### src/sv/cdz_pkg.sv
// shared types and constants for the camera dead-zone scroll tracker
// no dependencies; used by every module of the block

package cdz_pkg;

    localparam int POS_W    = 12;
    localparam int CAM_W    = 13;
    localparam int STEP_W   = 5;
    localparam int DIR_W    = 6;
    localparam int REM_W    = 4;
    localparam int MARGIN_W = 8;
    localparam int CFG_IDX_W  = 3;
    localparam int CFG_DATA_W = 12;
    localparam int IN_DATA_W  = 32;
    localparam int OUT_DATA_W = 32;

    // register indexes on the configuration channel
    localparam logic [CFG_IDX_W-1:0] CFG_LIMIT_X       = 3'd0;
    localparam logic [CFG_IDX_W-1:0] CFG_LIMIT_Y       = 3'd1;
    localparam logic [CFG_IDX_W-1:0] CFG_MARGIN_LEFT   = 3'd2;
    localparam logic [CFG_IDX_W-1:0] CFG_MARGIN_RIGHT  = 3'd3;
    localparam logic [CFG_IDX_W-1:0] CFG_MARGIN_TOP    = 3'd4;
    localparam logic [CFG_IDX_W-1:0] CFG_MARGIN_BOTTOM = 3'd5;

    // request kinds carried in tuser
    localparam logic REQ_TICK = 1'b0;
    localparam logic REQ_LOAD = 1'b1;

    // reset values of the dead zone margins
    localparam logic [MARGIN_W-1:0] MARGIN_LEFT_RST   = MARGIN_W'(16 * 3);
    localparam logic [MARGIN_W-1:0] MARGIN_RIGHT_RST  = MARGIN_W'(16 * 11);
    localparam logic [MARGIN_W-1:0] MARGIN_TOP_RST    = MARGIN_W'(16 * 2);
    localparam logic [MARGIN_W-1:0] MARGIN_BOTTOM_RST = MARGIN_W'(16 * 7);

    typedef struct packed {
        logic [POS_W-1:0]    limit_x;
        logic [POS_W-1:0]    limit_y;
        logic [MARGIN_W-1:0] margin_left;
        logic [MARGIN_W-1:0] margin_right;
        logic [MARGIN_W-1:0] margin_top;
        logic [MARGIN_W-1:0] margin_bottom;
    } t_cfg;

    // per-axis tracking state
    typedef struct packed {
        logic [CAM_W-1:0] cam;
        logic [REM_W-1:0] rem;
        logic [DIR_W-1:0] dir;
    } t_axis_state;

endpackage

### src/sv/cdz_cfg.sv
// configuration register file: limits and dead zone margins
// depends on cdz_pkg

module cdz_cfg (
    input  logic                          i_clk,
    input  logic                          i_rst_n,
    input  logic                          i_cfg_valid,
    output logic                          o_cfg_ready,
    input  logic [cdz_pkg::CFG_IDX_W-1:0] i_cfg_index,
    input  logic [cdz_pkg::CFG_DATA_W-1:0] i_cfg_data,
    output cdz_pkg::t_cfg                 o_cfg
);

    cdz_pkg::t_cfg r_cfg;

    assign o_cfg_ready = 1'b1;
    assign o_cfg       = r_cfg;

    always_ff @(posedge i_clk) begin
        if (!i_rst_n) begin
            r_cfg.limit_x       <= '0;
            r_cfg.limit_y       <= '0;
            r_cfg.margin_left   <= cdz_pkg::MARGIN_LEFT_RST;
            r_cfg.margin_right  <= cdz_pkg::MARGIN_RIGHT_RST;
            r_cfg.margin_top    <= cdz_pkg::MARGIN_TOP_RST;
            r_cfg.margin_bottom <= cdz_pkg::MARGIN_BOTTOM_RST;
        end else if (i_cfg_valid) begin
            unique case (i_cfg_index)
                cdz_pkg::CFG_LIMIT_X:       r_cfg.limit_x <= i_cfg_data;
                cdz_pkg::CFG_LIMIT_Y:       r_cfg.limit_y <= i_cfg_data;
                cdz_pkg::CFG_MARGIN_LEFT:
                    r_cfg.margin_left <= i_cfg_data[cdz_pkg::MARGIN_W-1:0];
                cdz_pkg::CFG_MARGIN_RIGHT:
                    r_cfg.margin_right <= i_cfg_data[cdz_pkg::MARGIN_W-1:0];
                cdz_pkg::CFG_MARGIN_TOP:
                    r_cfg.margin_top <= i_cfg_data[cdz_pkg::MARGIN_W-1:0];
                cdz_pkg::CFG_MARGIN_BOTTOM:
                    r_cfg.margin_bottom <= i_cfg_data[cdz_pkg::MARGIN_W-1:0];
                default: ;
            endcase
        end
    end

endmodule

### src/sv/cdz_axis.sv
// one axis of dead zone scrolling followed by the sub-tile glide
// combinational; depends on cdz_pkg

module cdz_axis (
    input  cdz_pkg::t_axis_state           i_state,
    input  logic [cdz_pkg::POS_W-1:0]      i_pos,
    input  logic [cdz_pkg::STEP_W-1:0]     i_step,
    input  logic [cdz_pkg::MARGIN_W-1:0]   i_margin_low,
    input  logic [cdz_pkg::MARGIN_W-1:0]   i_margin_high,
    input  logic [cdz_pkg::POS_W-1:0]      i_limit,
    input  logic                           i_glide_en,
    output cdz_pkg::t_axis_state           o_state,
    output logic                           o_moved
);

    logic signed [14:0] c0;
    logic signed [14:0] c1;
    logic signed [14:0] pos_s;
    logic signed [14:0] mlow_s;
    logic signed [14:0] mhigh_s;
    logic signed [14:0] step_s;
    logic [12:0]        c1_dec;
    logic [12:0]        c2_inc;
    logic [12:0]        cam2;
    logic [13:0]        hi_bound;
    logic               low_hit;
    logic               low_under;
    logic               high_hit;
    logic               high_over;
    logic               moved;
    cdz_pkg::t_axis_state s;

    assign pos_s   = $signed({3'b0, i_pos});
    assign mlow_s  = $signed({7'b0, i_margin_low});
    assign mhigh_s = $signed({7'b0, i_margin_high});
    assign step_s  = $signed({10'b0, i_step});
    assign c0      = $signed({{2{i_state.cam[12]}}, i_state.cam});

    assign low_hit   = (c0 + mlow_s) > pos_s;
    assign low_under = i_pos < {4'b0, i_margin_low};
    assign c1_dec    = 13'(c0 - step_s);
    // snap to zero if the cursor sits inside the low margin of the map
    assign c1 = !low_hit   ? c0 :
                low_under ? '0 : $signed({{2{c1_dec[12]}}, c1_dec});

    assign high_hit  = (c1 + mhigh_s) < pos_s;
    assign hi_bound  = {2'b0, i_limit} + {6'b0, i_margin_high};
    assign high_over = {2'b0, i_pos} > hi_bound;
    assign c2_inc    = 13'(c1 + step_s);
    assign cam2 = !high_hit ? c1[12:0] :
                  high_over ? {1'b0, i_limit} : c2_inc;

    assign moved = (low_hit && !low_under) || (high_hit && !high_over);

    always_comb begin
        s     = i_state;
        s.cam = cam2;
        if (low_hit && !low_under) begin
            s.dir = 6'(6'd0 - {1'b0, i_step});
            s.rem = c1_dec[3:0];
        end
        if (high_hit && !high_over) begin
            s.dir = {1'b0, i_step};
            s.rem = c2_inc[3:0];
        end
        // glide toward the next 16-pixel boundary by the last step
        if (i_glide_en && (s.rem != '0)) begin
            s.rem = s.rem + s.dir[3:0];
            s.cam = s.cam + {{7{s.dir[5]}}, s.dir};
        end
    end

    assign o_state = s;
    assign o_moved = moved;

endmodule

### src/sv/camera_deadzone_scroll_core.sv
// camera dead-zone scroll tracker, top level
// an input transaction passes through the input register, then the result register
// throughput: one transaction per cycle while the master side keeps tready high
// a held result lets the input register take one more transaction, then tready drops
// reset (synchronous, active low) clears camera state and valids, config back to defaults
// depends on cdz_pkg, cdz_cfg, cdz_axis

module camera_deadzone_scroll_core (
    input  logic                             i_clk,
    input  logic                             i_rst_n,
    // slave side
    input  logic                             i_s_tvalid,
    output logic                             o_s_tready,
    // tdata: pos_x [11:0], pos_y [23:12], step [28:24], zero [31:29]
    input  logic [cdz_pkg::IN_DATA_W-1:0]    i_s_tdata,
    // tuser: req_type [0]
    input  logic                             i_s_tuser,
    // master side
    output logic                             o_m_tvalid,
    input  logic                             i_m_tready,
    // tdata: view_x [12:0], view_y [25:13], scrolled [26], zero [31:27]
    output logic [cdz_pkg::OUT_DATA_W-1:0]   o_m_tdata,
    // configuration write channel
    input  logic                             i_cfg_valid,
    output logic                             o_cfg_ready,
    input  logic [cdz_pkg::CFG_IDX_W-1:0]    i_cfg_index,
    input  logic [cdz_pkg::CFG_DATA_W-1:0]   i_cfg_data
);

    cdz_pkg::t_cfg        cfg;
    cdz_pkg::t_axis_state r_sx, r_sy;
    cdz_pkg::t_axis_state n_sx, n_sy;
    cdz_pkg::t_axis_state ax_x, ax_y;

    logic                          r_in_vld;
    logic                          r_req;
    logic [cdz_pkg::POS_W-1:0]     r_pos_x;
    logic [cdz_pkg::POS_W-1:0]     r_pos_y;
    logic [cdz_pkg::STEP_W-1:0]    r_step;

    logic                          r_out_vld;
    logic [cdz_pkg::CAM_W-1:0]     r_view_x;
    logic [cdz_pkg::CAM_W-1:0]     r_view_y;
    logic                          r_scrolled;
    logic                          n_scrolled;

    logic moved_x, moved_y;
    logic adv;
    logic s_xfer;

    cdz_cfg u_cfg (
        .i_clk       (i_clk),
        .i_rst_n     (i_rst_n),
        .i_cfg_valid (i_cfg_valid),
        .o_cfg_ready (o_cfg_ready),
        .i_cfg_index (i_cfg_index),
        .i_cfg_data  (i_cfg_data),
        .o_cfg       (cfg)
    );

    cdz_axis u_axis_x (
        .i_state       (r_sx),
        .i_pos         (r_pos_x),
        .i_step        (r_step),
        .i_margin_low  (cfg.margin_left),
        .i_margin_high (cfg.margin_right),
        .i_limit       (cfg.limit_x),
        .i_glide_en    (!(moved_x || moved_y)),
        .o_state       (ax_x),
        .o_moved       (moved_x)
    );

    cdz_axis u_axis_y (
        .i_state       (r_sy),
        .i_pos         (r_pos_y),
        .i_step        (r_step),
        .i_margin_low  (cfg.margin_top),
        .i_margin_high (cfg.margin_bottom),
        .i_limit       (cfg.limit_y),
        .i_glide_en    (!(moved_x || moved_y)),
        .o_state       (ax_y),
        .o_moved       (moved_y)
    );

    // the input register moves on whenever the result register is free or drains
    assign adv        = r_in_vld && (!r_out_vld || i_m_tready);
    assign o_s_tready = !r_in_vld || adv;
    assign s_xfer     = i_s_tvalid && o_s_tready;

    always_comb begin
        if (r_req == cdz_pkg::REQ_LOAD) begin
            n_sx       = r_sx;
            n_sy       = r_sy;
            n_sx.cam   = {1'b0, r_pos_x};
            n_sy.cam   = {1'b0, r_pos_y};
            n_sx.rem   = '0;
            n_sy.rem   = '0;
            n_scrolled = 1'b0;
        end else begin
            n_sx       = ax_x;
            n_sy       = ax_y;
            n_scrolled = moved_x || moved_y;
        end
    end

    always_ff @(posedge i_clk) begin
        if (!i_rst_n) begin
            r_in_vld  <= 1'b0;
            r_out_vld <= 1'b0;
            r_sx      <= '0;
            r_sy      <= '0;
        end else begin
            if (s_xfer) begin
                r_in_vld <= 1'b1;
            end else if (adv) begin
                r_in_vld <= 1'b0;
            end
            if (adv) begin
                r_out_vld <= 1'b1;
                r_sx      <= n_sx;
                r_sy      <= n_sy;
            end else if (i_m_tready) begin
                r_out_vld <= 1'b0;
            end
        end
    end

    // payload registers
    always_ff @(posedge i_clk) begin
        if (s_xfer) begin
            r_req   <= i_s_tuser;
            r_pos_x <= i_s_tdata[11:0];
            r_pos_y <= i_s_tdata[23:12];
            r_step  <= i_s_tdata[28:24];
        end
        if (adv) begin
            r_view_x   <= n_sx.cam;
            r_view_y   <= n_sy.cam;
            r_scrolled <= n_scrolled;
        end
    end

    assign o_m_tvalid = r_out_vld;
    assign o_m_tdata  = {5'b0, r_scrolled, r_view_y, r_view_x};

endmodule

### config.mk
export PLATFORM = sky130hd
export DESIGN_NAME = camera_deadzone_scroll_core
export DESIGN_NICKNAME = d
export VERILOG_FILES = /design/src/sv/cdz_pkg.sv /design/src/sv/cdz_cfg.sv /design/src/sv/cdz_axis.sv /design/src/sv/camera_deadzone_scroll_core.sv
export SDC_FILE = /design/constraint.sdc
export NUM_CORES = 1
export LEC_CHECK = 0
export BUFFER_PORTS_ARGS = -buffer_cell sky130_fd_sc_hd__buf_2
export CAP_MARGIN = 30
export CORE_MARGIN = 3
export CORE_UTILIZATION = 69
export CTS_BUF_LIST = sky130_fd_sc_hd__clkbuf_2
export CTS_CLUSTER_SIZE = 16
export DETAILED_ROUTE_END_ITERATION = 8
export PLACE_DENSITY = 0.93
export SYNTH_ARGS = -nofsm -noshare
export SYNTH_HDL_FRONTEND = slang
export SYNTH_HIERARCHICAL = 1
export SYNTH_SLANG_ARGS = --single-unit
### constraint.sdc
create_clock -name i_clk -period 17.3 [get_ports i_clk]
set_input_delay 0.865 -clock i_clk [delete_from_list [all_inputs] [get_ports i_clk]]
set_output_delay 0.865 -clock i_clk [all_outputs]
set_load 0.02 [all_outputs]
# == Word level (Yosys, flattened, before mapping) ==
# Cells that the tools add are included.
# W data, S select, Z words.
# word_totals
reg_bits,161
memories,0
romBits,0
ramBits,0
latchBits,0
input_bits,53
out_inout_bits,35
wordCells,102
# classes
order_cmp,8
div,0
n_shift,0
n_eq_ne,5
add_sub_neg,15
reduce_logical,32
bitwise_logic,1
mux,20
n_mul,0
# ops
op,count
$mux W15,4
$mux W13,4
$mux W23,2
$mux W10,4
$mux W17,2
$add A15 B9 Y15,2
$gt A15 B13 Y1,2
$lt A15 B13 Y1,2
$add A13 B9 Y14,2
$gt A12 B14 Y1,2
$add A12 B8 Y13,2
$add A13 B13 Y13,2
$add A13 B6 Y13,2
$sub A13 B6 Y13,2
$lt A12 B8 Y1,2
$reduce_and A2 Y1,7
$add A4 B4 Y4,2
$logic_and A1 B1 Y1,8
$reduce_bool A4 Y1,2
$logic_not A1 Y1,7
$eq A3 B2 Y1 const B,2
$eq A3 B3 Y1 const B,2
$sub A1 B5 Y6 const A,1
$logic_or A1 B1 Y1,5
5 further kinds,9

# == Depth between registers and ports, before layout ==
# Gate-level depths: netlist of the first run.
# depth
word_depth,12
mapped_depth,57
ltp_nobuf,56

# == By module ==
# Netlist of the first run, hierarchy kept.
# by_module_without_submodules
module,cells_per_inst,instances,area_per_inst_um2,seq_area_each_um2
cdz_axis at u_axis_y,631,1,4578.1,0.0
cdz_axis at u_axis_x,617,1,4551.9,0.0
camera_deadzone_scroll_core,261,1,3983.8,2672.6
cdz_cfg,208,1,2138.3,1121.1

# == Least setup slack after synthesis of the first run ==
# OpenSTA, ideal clock, no wires.
# synth_timing
path_type,register to register
startpoint,register r_sx[10] (netlist name)
endpoint,register r_sx[22] (netlist name)
setup_ps,130
t_arrival_ps,10149
period_less_slack_ps,10279
path_stages_with_launch,55
required_time_ps,17170
setup_slack_ps,7021
path_buffers,2
cell_sequence,dfxtp_1 > ha_1 > fa_1 > a21o_1 > nand4_2 > nand2_1 > a21o_1 > a21oi_1 > nor2_1 > xor2_1 > ha_1 > nor2_1 > o22ai_1 > or3_1 > a221oi_1 > o21ai_1 > nand3_1 > clkbuf_1 > [... 19 more ...] > fa_1 > a21o_1 > a21oi_1 > nor2b_1 > o21a_1 > o21a_1 > o21a_1 > o21ai_0 > nand2b_1 > a21oi_1 > o21bai_1 > a21oi_1 > xor2_1 > nor2_1 > xnor2_1 > nor2b_1 > nand4_1 > o21ai_0
# synth_lines
element,line_no,source
start: declaration,camera_deadzone_scroll_core.sv:31,"cdz_pkg::t_axis_state r_sx, r_sy;"
start signal: assignment,camera_deadzone_scroll_core.sv:120,r_sx <= n_sx;

==> flow_metrics.tcl, run 1 <==
set metrics [dict create \
    place_inst 2016 \
    crit_path_frequent_cell "o21ai_0" \
    yosysSeqAreaShare_pct 24.9 \
    area_growth_syn_to_layout_pct 4.88 \
    grt_max_degree 93 \
    fin_crit_ns 12.92 \
    cp_num_cells 53 \
    clock_skew_ns 0.0578 \
    slowest_delay_ns 0.66 \
    post-cts-setup-buffers 0 \
    reg2reg_slack_ns 4.38 \
    finalPower_mw 1.52 \
    port_buffers 78 \
    netlist_instances 1717 \
    cp_max_fo 20 \
    drtIter0Drc 1312 \
    synth_area_per_cell_sq_um 8.88 \
    drive_gt1_share_pct 12.6 \
    rows 53 \
    drc 0 \
    cellPowerDensity_mw_per_mm2 95.1 \
    cp-end-kind "register" \
    syn_area_sq_mm 0.0153 \
    grtUsageTotal_pct 36.9 \
    fin_ws_ns 4.38 \
    cts_max_level 4 \
    holdWs_ns 0.185 \
    fp.coreArea_sq_mm 0.0214 \
    cts_tree "yes" \
    synthFlopType "dfxtp_1" \
    clk_pin_slew_ns 0.34 \
    busiest_layer "met2" \
    cts_buffers 17 \
    leakage_nw 7.22 \
    cts_hold_buf 0 \
    cp.arrival_ns 13.68 \
    final_nets 2015 \
    critPathTopFamily "compound AO/OA/AOI/OAI gates" \
    synthArstFlopShare_pct 0 \
    finalCritPeriodShare_pct 74.7 \
    overflow 0 \
    post-dp-hpwl_um 34000 \
    vias_per_cell 6.74 \
    worstMarginPinSlew_ns 0.963 \
    design.portCount 88 \
    first_pass_iters 8 \
    start_util_pct 71.4 \
    cp-startpoint "r_sx[10]$_SDFFE_PN0P_" \
    timing.final.hold_violations 0 \
    setup.worst_path.end "r_sx[22]$_SDFFE_PN0P_" \
    slowest_stage "nand3_1" \
    ir_worst_vdd_v 0.0000563 \
    grt_pass1_wl_um 70500 \
    cts.sinks 161 \
    hold_path_class "in -> reg" \
    drtAntennaViolNets 0 \
    design_area_sq_mm 0.0160 \
    start_kind "register" \
    ys_types 115 \
    dieArea_sq_mm 0.0239 \
    cap_viol_max_count 0 \
    slew_headroom_pct 35.8 \
    fmax_mhz 77.4 \
    globalRouteMet2Util_pct 61.9 \
    yosys_warnings 6 \
    cts_max_path_buffers 2 \
    grt_use_met1_pct 41.8 \
    die_h_um 155 \
    crit-reg2reg-capture "r_sx[22]$_SDFFE_PN0P_" \
    post-place-ws_ns 4.78 \
    reg2regPathDepth 53 \
    outcome "finished, final reports clean" \
    gp_congestion 1.02 \
    setup_violations 0 \
    final.setup.tns_ns 0 \
    required_ns 18.06 \
    utilization_pct 74.9 \
    drt_wl_total_um 44300 \
    postPlaceCellArea_sq_mm 0.0157 \
    clock-root-buffer "clkbuf_2" \
    rsz0062_at_grt "false" \
    num_vias 13800 \
    cp.buffers_inverters 0 \
    synth_seq_cells 161 \
    drv_slew 0 \
    diodes 0 \
    grt_pass1_vias 13900 \
    clk_latency_ns 0.82 \
    min_path_cells 1 \
    r2r-start "r_sx[10]$_SDFFE_PN0P_" \
    ctsResizeCount 0 \
    use_met3_pct 6.63 \
    antenna_found_initial 0 \
    synth_edf_count 57 \
    path_class "reg -> reg" \
    fin_cells 2048 \
    die_w_um 155 \
    wl_per_cell_um 21.6 \
]
==> Yosys cell counts, drive strengths merged, types with 14 or more instances <==
cell type    n  area, sq um
mux2i       85          851
o21ai       83          438
a32o        24          240
ha         188         2350
nand2b      19          126
a21o        39          293
edfxtp      57         1710
clkbuf      26         98.8
xnor2       77          682
nand3       39          205
o21a        26          195
o31ai       17          148
a211oi      18          173
nor3        24          125
nor2       107          412
a21oi      111          578
nor2b       33          209
xor2        26          228
mux2        47          604
inv        109          409
fa          14          280
buf         45          314
nand2      191          727
dfxtp      104         2080
==> flip-flops by register name, summed over array words and instances, names as in the netlist, 5 cells and up <==
| signal | cells |
|---|---|
| r_sx | 23 |
| r_view_x | 13 |
| r_sy | 23 |
| r_step | 5 |
| r_pos_y | 12 |
| r_view_y | 13 |
| u_cfg/o_cfg | 56 |
| r_pos_x | 12 |
==> cell usage in the layout, fill, tap and decap left out, types with 8 or more instances in the layout <==
master,n
nand4_1,11
o31ai_1,13
buf_4,11
fa_1,14
mux2i_1,85
nor2_1,105
xnor2_1,76
inv_1,108
edfxtp_1,57
a32o_1,24
dfxtp_1,104
o21a_1,26
mux2_2,23
nor3_1,23
buf_2,77
nand2b_1,18
o21ai_1,13
and2_1,8
nand3_1,37
ha_1,188
mux2_4,20
or3_1,12
o2111ai_1,8
o21ai_0,66
a21oi_1,107
and3_1,8
o22ai_1,12
o21bai_1,12
a211oi_1,12
nand3b_1,12
clkbuf_2,17
nand2_1,189
a21o_1,39
nor2b_1,32
a31oi_1,9
xor2_1,26
==> power by group <==
| group | switching, mW | leakage, nW | internal, mW |
|---|---|---|---|
| Combinational | 0.479 | 5.66 | 0.341 |
| Clock | 0.186 | 0.164 | 0.0552 |
| Sequential | 0.0333 | 1.39 | 0.426 |
| Total | 0.699 | 7.22 | 0.822 |
==> cells by family after synthesis <==
logic type	share of synthesized area, %
flops	24.9
buf+inv	5.39
other cells	0.0492
xor+xnor	5.96
compound gates	20.6
simple gates	16.3
fa+ha+maj	17.3
mux	9.54
==> worst register-to-register path: cells and delay by family, from the launching register on <==
kind                       cells  cell delay, ns
AOI/OAI and AO/OA             26            6.05
xor gates and xnor gates       4            1.01
adders and majority gates      6            2.28
DFF                            1            0.41
and+or+nand+nor               17            3.17
==> area by class of cell <==
class | count | area (sq um)
Multi-Input combinational cell | 1380 | 10700
Tap cell | 275 | 344
Clock buffer | 17 | 85.1
Sequential cell | 161 | 3790
Inverter | 109 | 409
Fill cell | 1514 | 5360
Clock inverter | 15 | 204
Timing Repair Buffer | 91 | 508
==> how the worst min path moves through the flow <==
stage / to / startpoint / slack, ns
floorplan: r_sy[2]$_SDFFE_PN0P_ / r_sy[2]$_SDFFE_PN0P_ / 0.43
global placement: r_sx[0]$_SDFFE_PN0P_ / r_sx[0]$_SDFFE_PN0P_ / 0.44
detailed placement: r_sy[2]$_SDFFE_PN0P_ / r_sy[2]$_SDFFE_PN0P_ / 0.45
CTS: r_pos_y[2]$_DFFE_PP_ / i_s_tdata[14] / 0.15
global route: r_pos_x[11]$_DFFE_PP_ / i_s_tdata[11] / 0.11
finish: r_pos_x[11]$_DFFE_PP_ / i_s_tdata[11] / 0.19
==> metal layers <==
metal  routed length (um)  share of wire, %
met1                16300                37
met3                 3410               7.7
met5                    0                 0
met2                20800                47
met4                 3760               8.5
(Power assumes the default switching activity.)
==> inputs of run 2 (changes only) <==
--- a/config.mk
+++ b/config.mk
@@ -8,11 +8,11 @@
 export BUFFER_PORTS_ARGS = -buffer_cell sky130_fd_sc_hd__buf_2
 export CAP_MARGIN = 30
 export CORE_MARGIN = 3
-export CORE_UTILIZATION = 69
+export CORE_UTILIZATION = 65
 export CTS_BUF_LIST = sky130_fd_sc_hd__clkbuf_2
 export CTS_CLUSTER_SIZE = 16
 export DETAILED_ROUTE_END_ITERATION = 8
-export PLACE_DENSITY = 0.93
+export PLACE_DENSITY = 0.88
 export SYNTH_ARGS = -nofsm -noshare
 export SYNTH_HDL_FRONTEND = slang
 export SYNTH_HIERARCHICAL = 1
==> constraint.sdc (replaced) <==
create_clock -name i_clk -period 12.4 [get_ports i_clk]
set_input_delay 0.62 -clock i_clk [delete_from_list [all_inputs] [get_ports i_clk]]
set_output_delay 0.62 -clock i_clk [all_outputs]
set_load 0.02 [all_outputs]
==> run 2 against run 1 <==
Net effect:
- combinational power grew 40%
- final area rose by 2.4%
- utilization down 3.2 points
- critical path type unchanged
- largest cell class unchanged
- highest routed layer unchanged
==> flow_metrics.tcl, run 2 (synthesis gave the netlist of run 1 again) <==
set metrics [dict create \
    drtIter0Drc 1470 \
    first_pass_iters 7 \
    cts_max_level 4 \
    postPlaceCellArea_sq_mm 0.0158 \
    slew_headroom_pct 34.1 \
    clk_latency_ns 0.83 \
    rsz0062_at_grt "false" \
    start_kind "register" \
    fin_crit_ns 11.81 \
    cts_buffers 17 \
    wl_met2_um 21400 \
    wl_per_cell_um 20.9 \
    num_vias 13700 \
    layout_common_cells "nand2_1, ha_1, inv_1" \
    cp-end-kind "register" \
    largest_reg_flops 56 \
    overflow 0 \
    path_class "reg -> reg" \
    final.setup.tns_ns 0 \
    wl_met1_um 16800 \
    fin_ws_ns 0.590 \
    worstMarginPinSlew_ns 0.986 \
    finalCritPeriodShare_pct 95.2 \
    cts.sinks 161 \
    port_buffers 78 \
    layout_commonest_cell "nand2_1" \
    holdWs_ns 0.0539 \
    setup_violations 0 \
    clk_pin_slew_ns 0.32 \
    grt_pass1_wl_um 69400 \
    cp.arrival_ns 12.54 \
    area_growth_syn_to_layout_pct 7.39 \
    slowest_delay_ns 0.44 \
    timing.final.hold_violations 0 \
    cts_tree "yes" \
    grt_max_degree 78 \
    gp_congestion 0.976 \
    start_util_pct 66.8 \
    utilization_pct 71.7 \
    rows 55 \
    post-place-ws_ns 0.793 \
    ir_worst_vdd_v 0.0000814 \
    design.portCount 88 \
    hold_path_class "in -> reg" \
    drive_gt1_share_pct 12.7 \
    antenna_found_initial 1 \
    clock_skew_ns 0.0797 \
    die_w_um 159 \
    die_h_um 159 \
    leakage_nw 7.36 \
    required_ns 13.13 \
    grt_pass1_vias 13400 \
    cp_max_fo 6 \
    met3WireLength_um 3040 \
    post-cts-setup-buffers 0 \
    vias_per_cell 6.46 \
    fillers 1728 \
    drtAntennaViolNets 0 \
    top_layer "met4" \
    fp.coreArea_sq_mm 0.0228 \
    cap_viol_max_count 0 \
    grtUsageTotal_pct 34.0 \
    cellPowerDensity_mw_per_mm2 130 \
    fmax_mhz 84.7 \
    design_area_sq_mm 0.0164 \
    clock-root-buffer "clkbuf_2" \
    drt_wl_total_um 44300 \
    dieArea_sq_mm 0.0253 \
    final_nets 2049 \
    cts_max_path_buffers 2 \
    drc 0 \
    outcome "finished, final reports clean" \
    post-dp-hpwl_um 33300 \
    drv_slew 0 \
    slowest_stage "fa_1" \
]
==> run 2: what timing repair did <==
item,CTS,global route
hold buffers,30,0
endpoints found under the setup margin,0,3
endpoints found under the hold margin,30,0
resized for setup,0,6
==> run 2: layer usage <==
| metal | vias to the layer above | GRT usage (%) |
|---|---|---|
| met5 | - | 0 |
| met3 | 193 | 3.69 |
| met2 | 652 | 58.7 |
| li1 | 6412 | - |
| met1 | 6444 | 40.2 |
| met4 | 0 | 21.9 |
==> run 2: area by class of cell <==
class,count,area (sq um),area share [%]
Clock buffer,17,85.1,0.519
Antenna cell,1,2.50,0.0153
Clock inverter,15,199,1.21
Multi-Input combinational cell,1380,10700,65.2
Inverter,109,409,2.50
Tap cell,313,392,2.39
Timing Repair Buffer,125,826,5.04
Sequential cell,161,3790,23.2
==> run 2: metrics by stage <==
stage	total power [mW]	instances
3_5_place_dp	1.75	2058
3_3_place_gp	1.71	2056
6_report	2.13	2121
4_1_cts	2.10	2120
2_1_floorplan	1.50	1721
5_1_grt	2.26	2121
==> run 2: power breakdown <==
part | internal (mW) | total (mW) | switching (mW)
Combinational | 0.485 | 1.15 | 0.668
Sequential | 0.594 | 0.640 | 0.0464
Clock | 0.0780 | 0.338 | 0.260
==> run 2: worst paths after layout <==
kind / from / slack, ns / cells past startpoint / end
worst max-delay path: r_sx[10]$_SDFFE_PN0P_ / 0.59 / 56 / r_sx[22]$_SDFFE_PN0P_
worst min-delay path: i_cfg_data[11] / 0.05 / 3 / u_cfg/o_cfg[43]$_SDFFE_PN0P_
worst max register to register: r_sx[10]$_SDFFE_PN0P_ / 0.59 / 56 / r_sx[22]$_SDFFE_PN0P_
worst min register to register: r_sx[2]$_SDFFE_PN0P_ / 0.48 / 2 / r_sx[2]$_SDFFE_PN0P_
==> run 2: worst max-delay path, delay by kind of cell (launching register included) <==
family	cells	cell delay [ns]
buf+inv	2	0.21
compound gates	26	5.15
flops	1	0.41
xor+xnor	4	0.86
fa+ha+maj	8	2.56
simple gates	15	2.20
mux	1	0.37
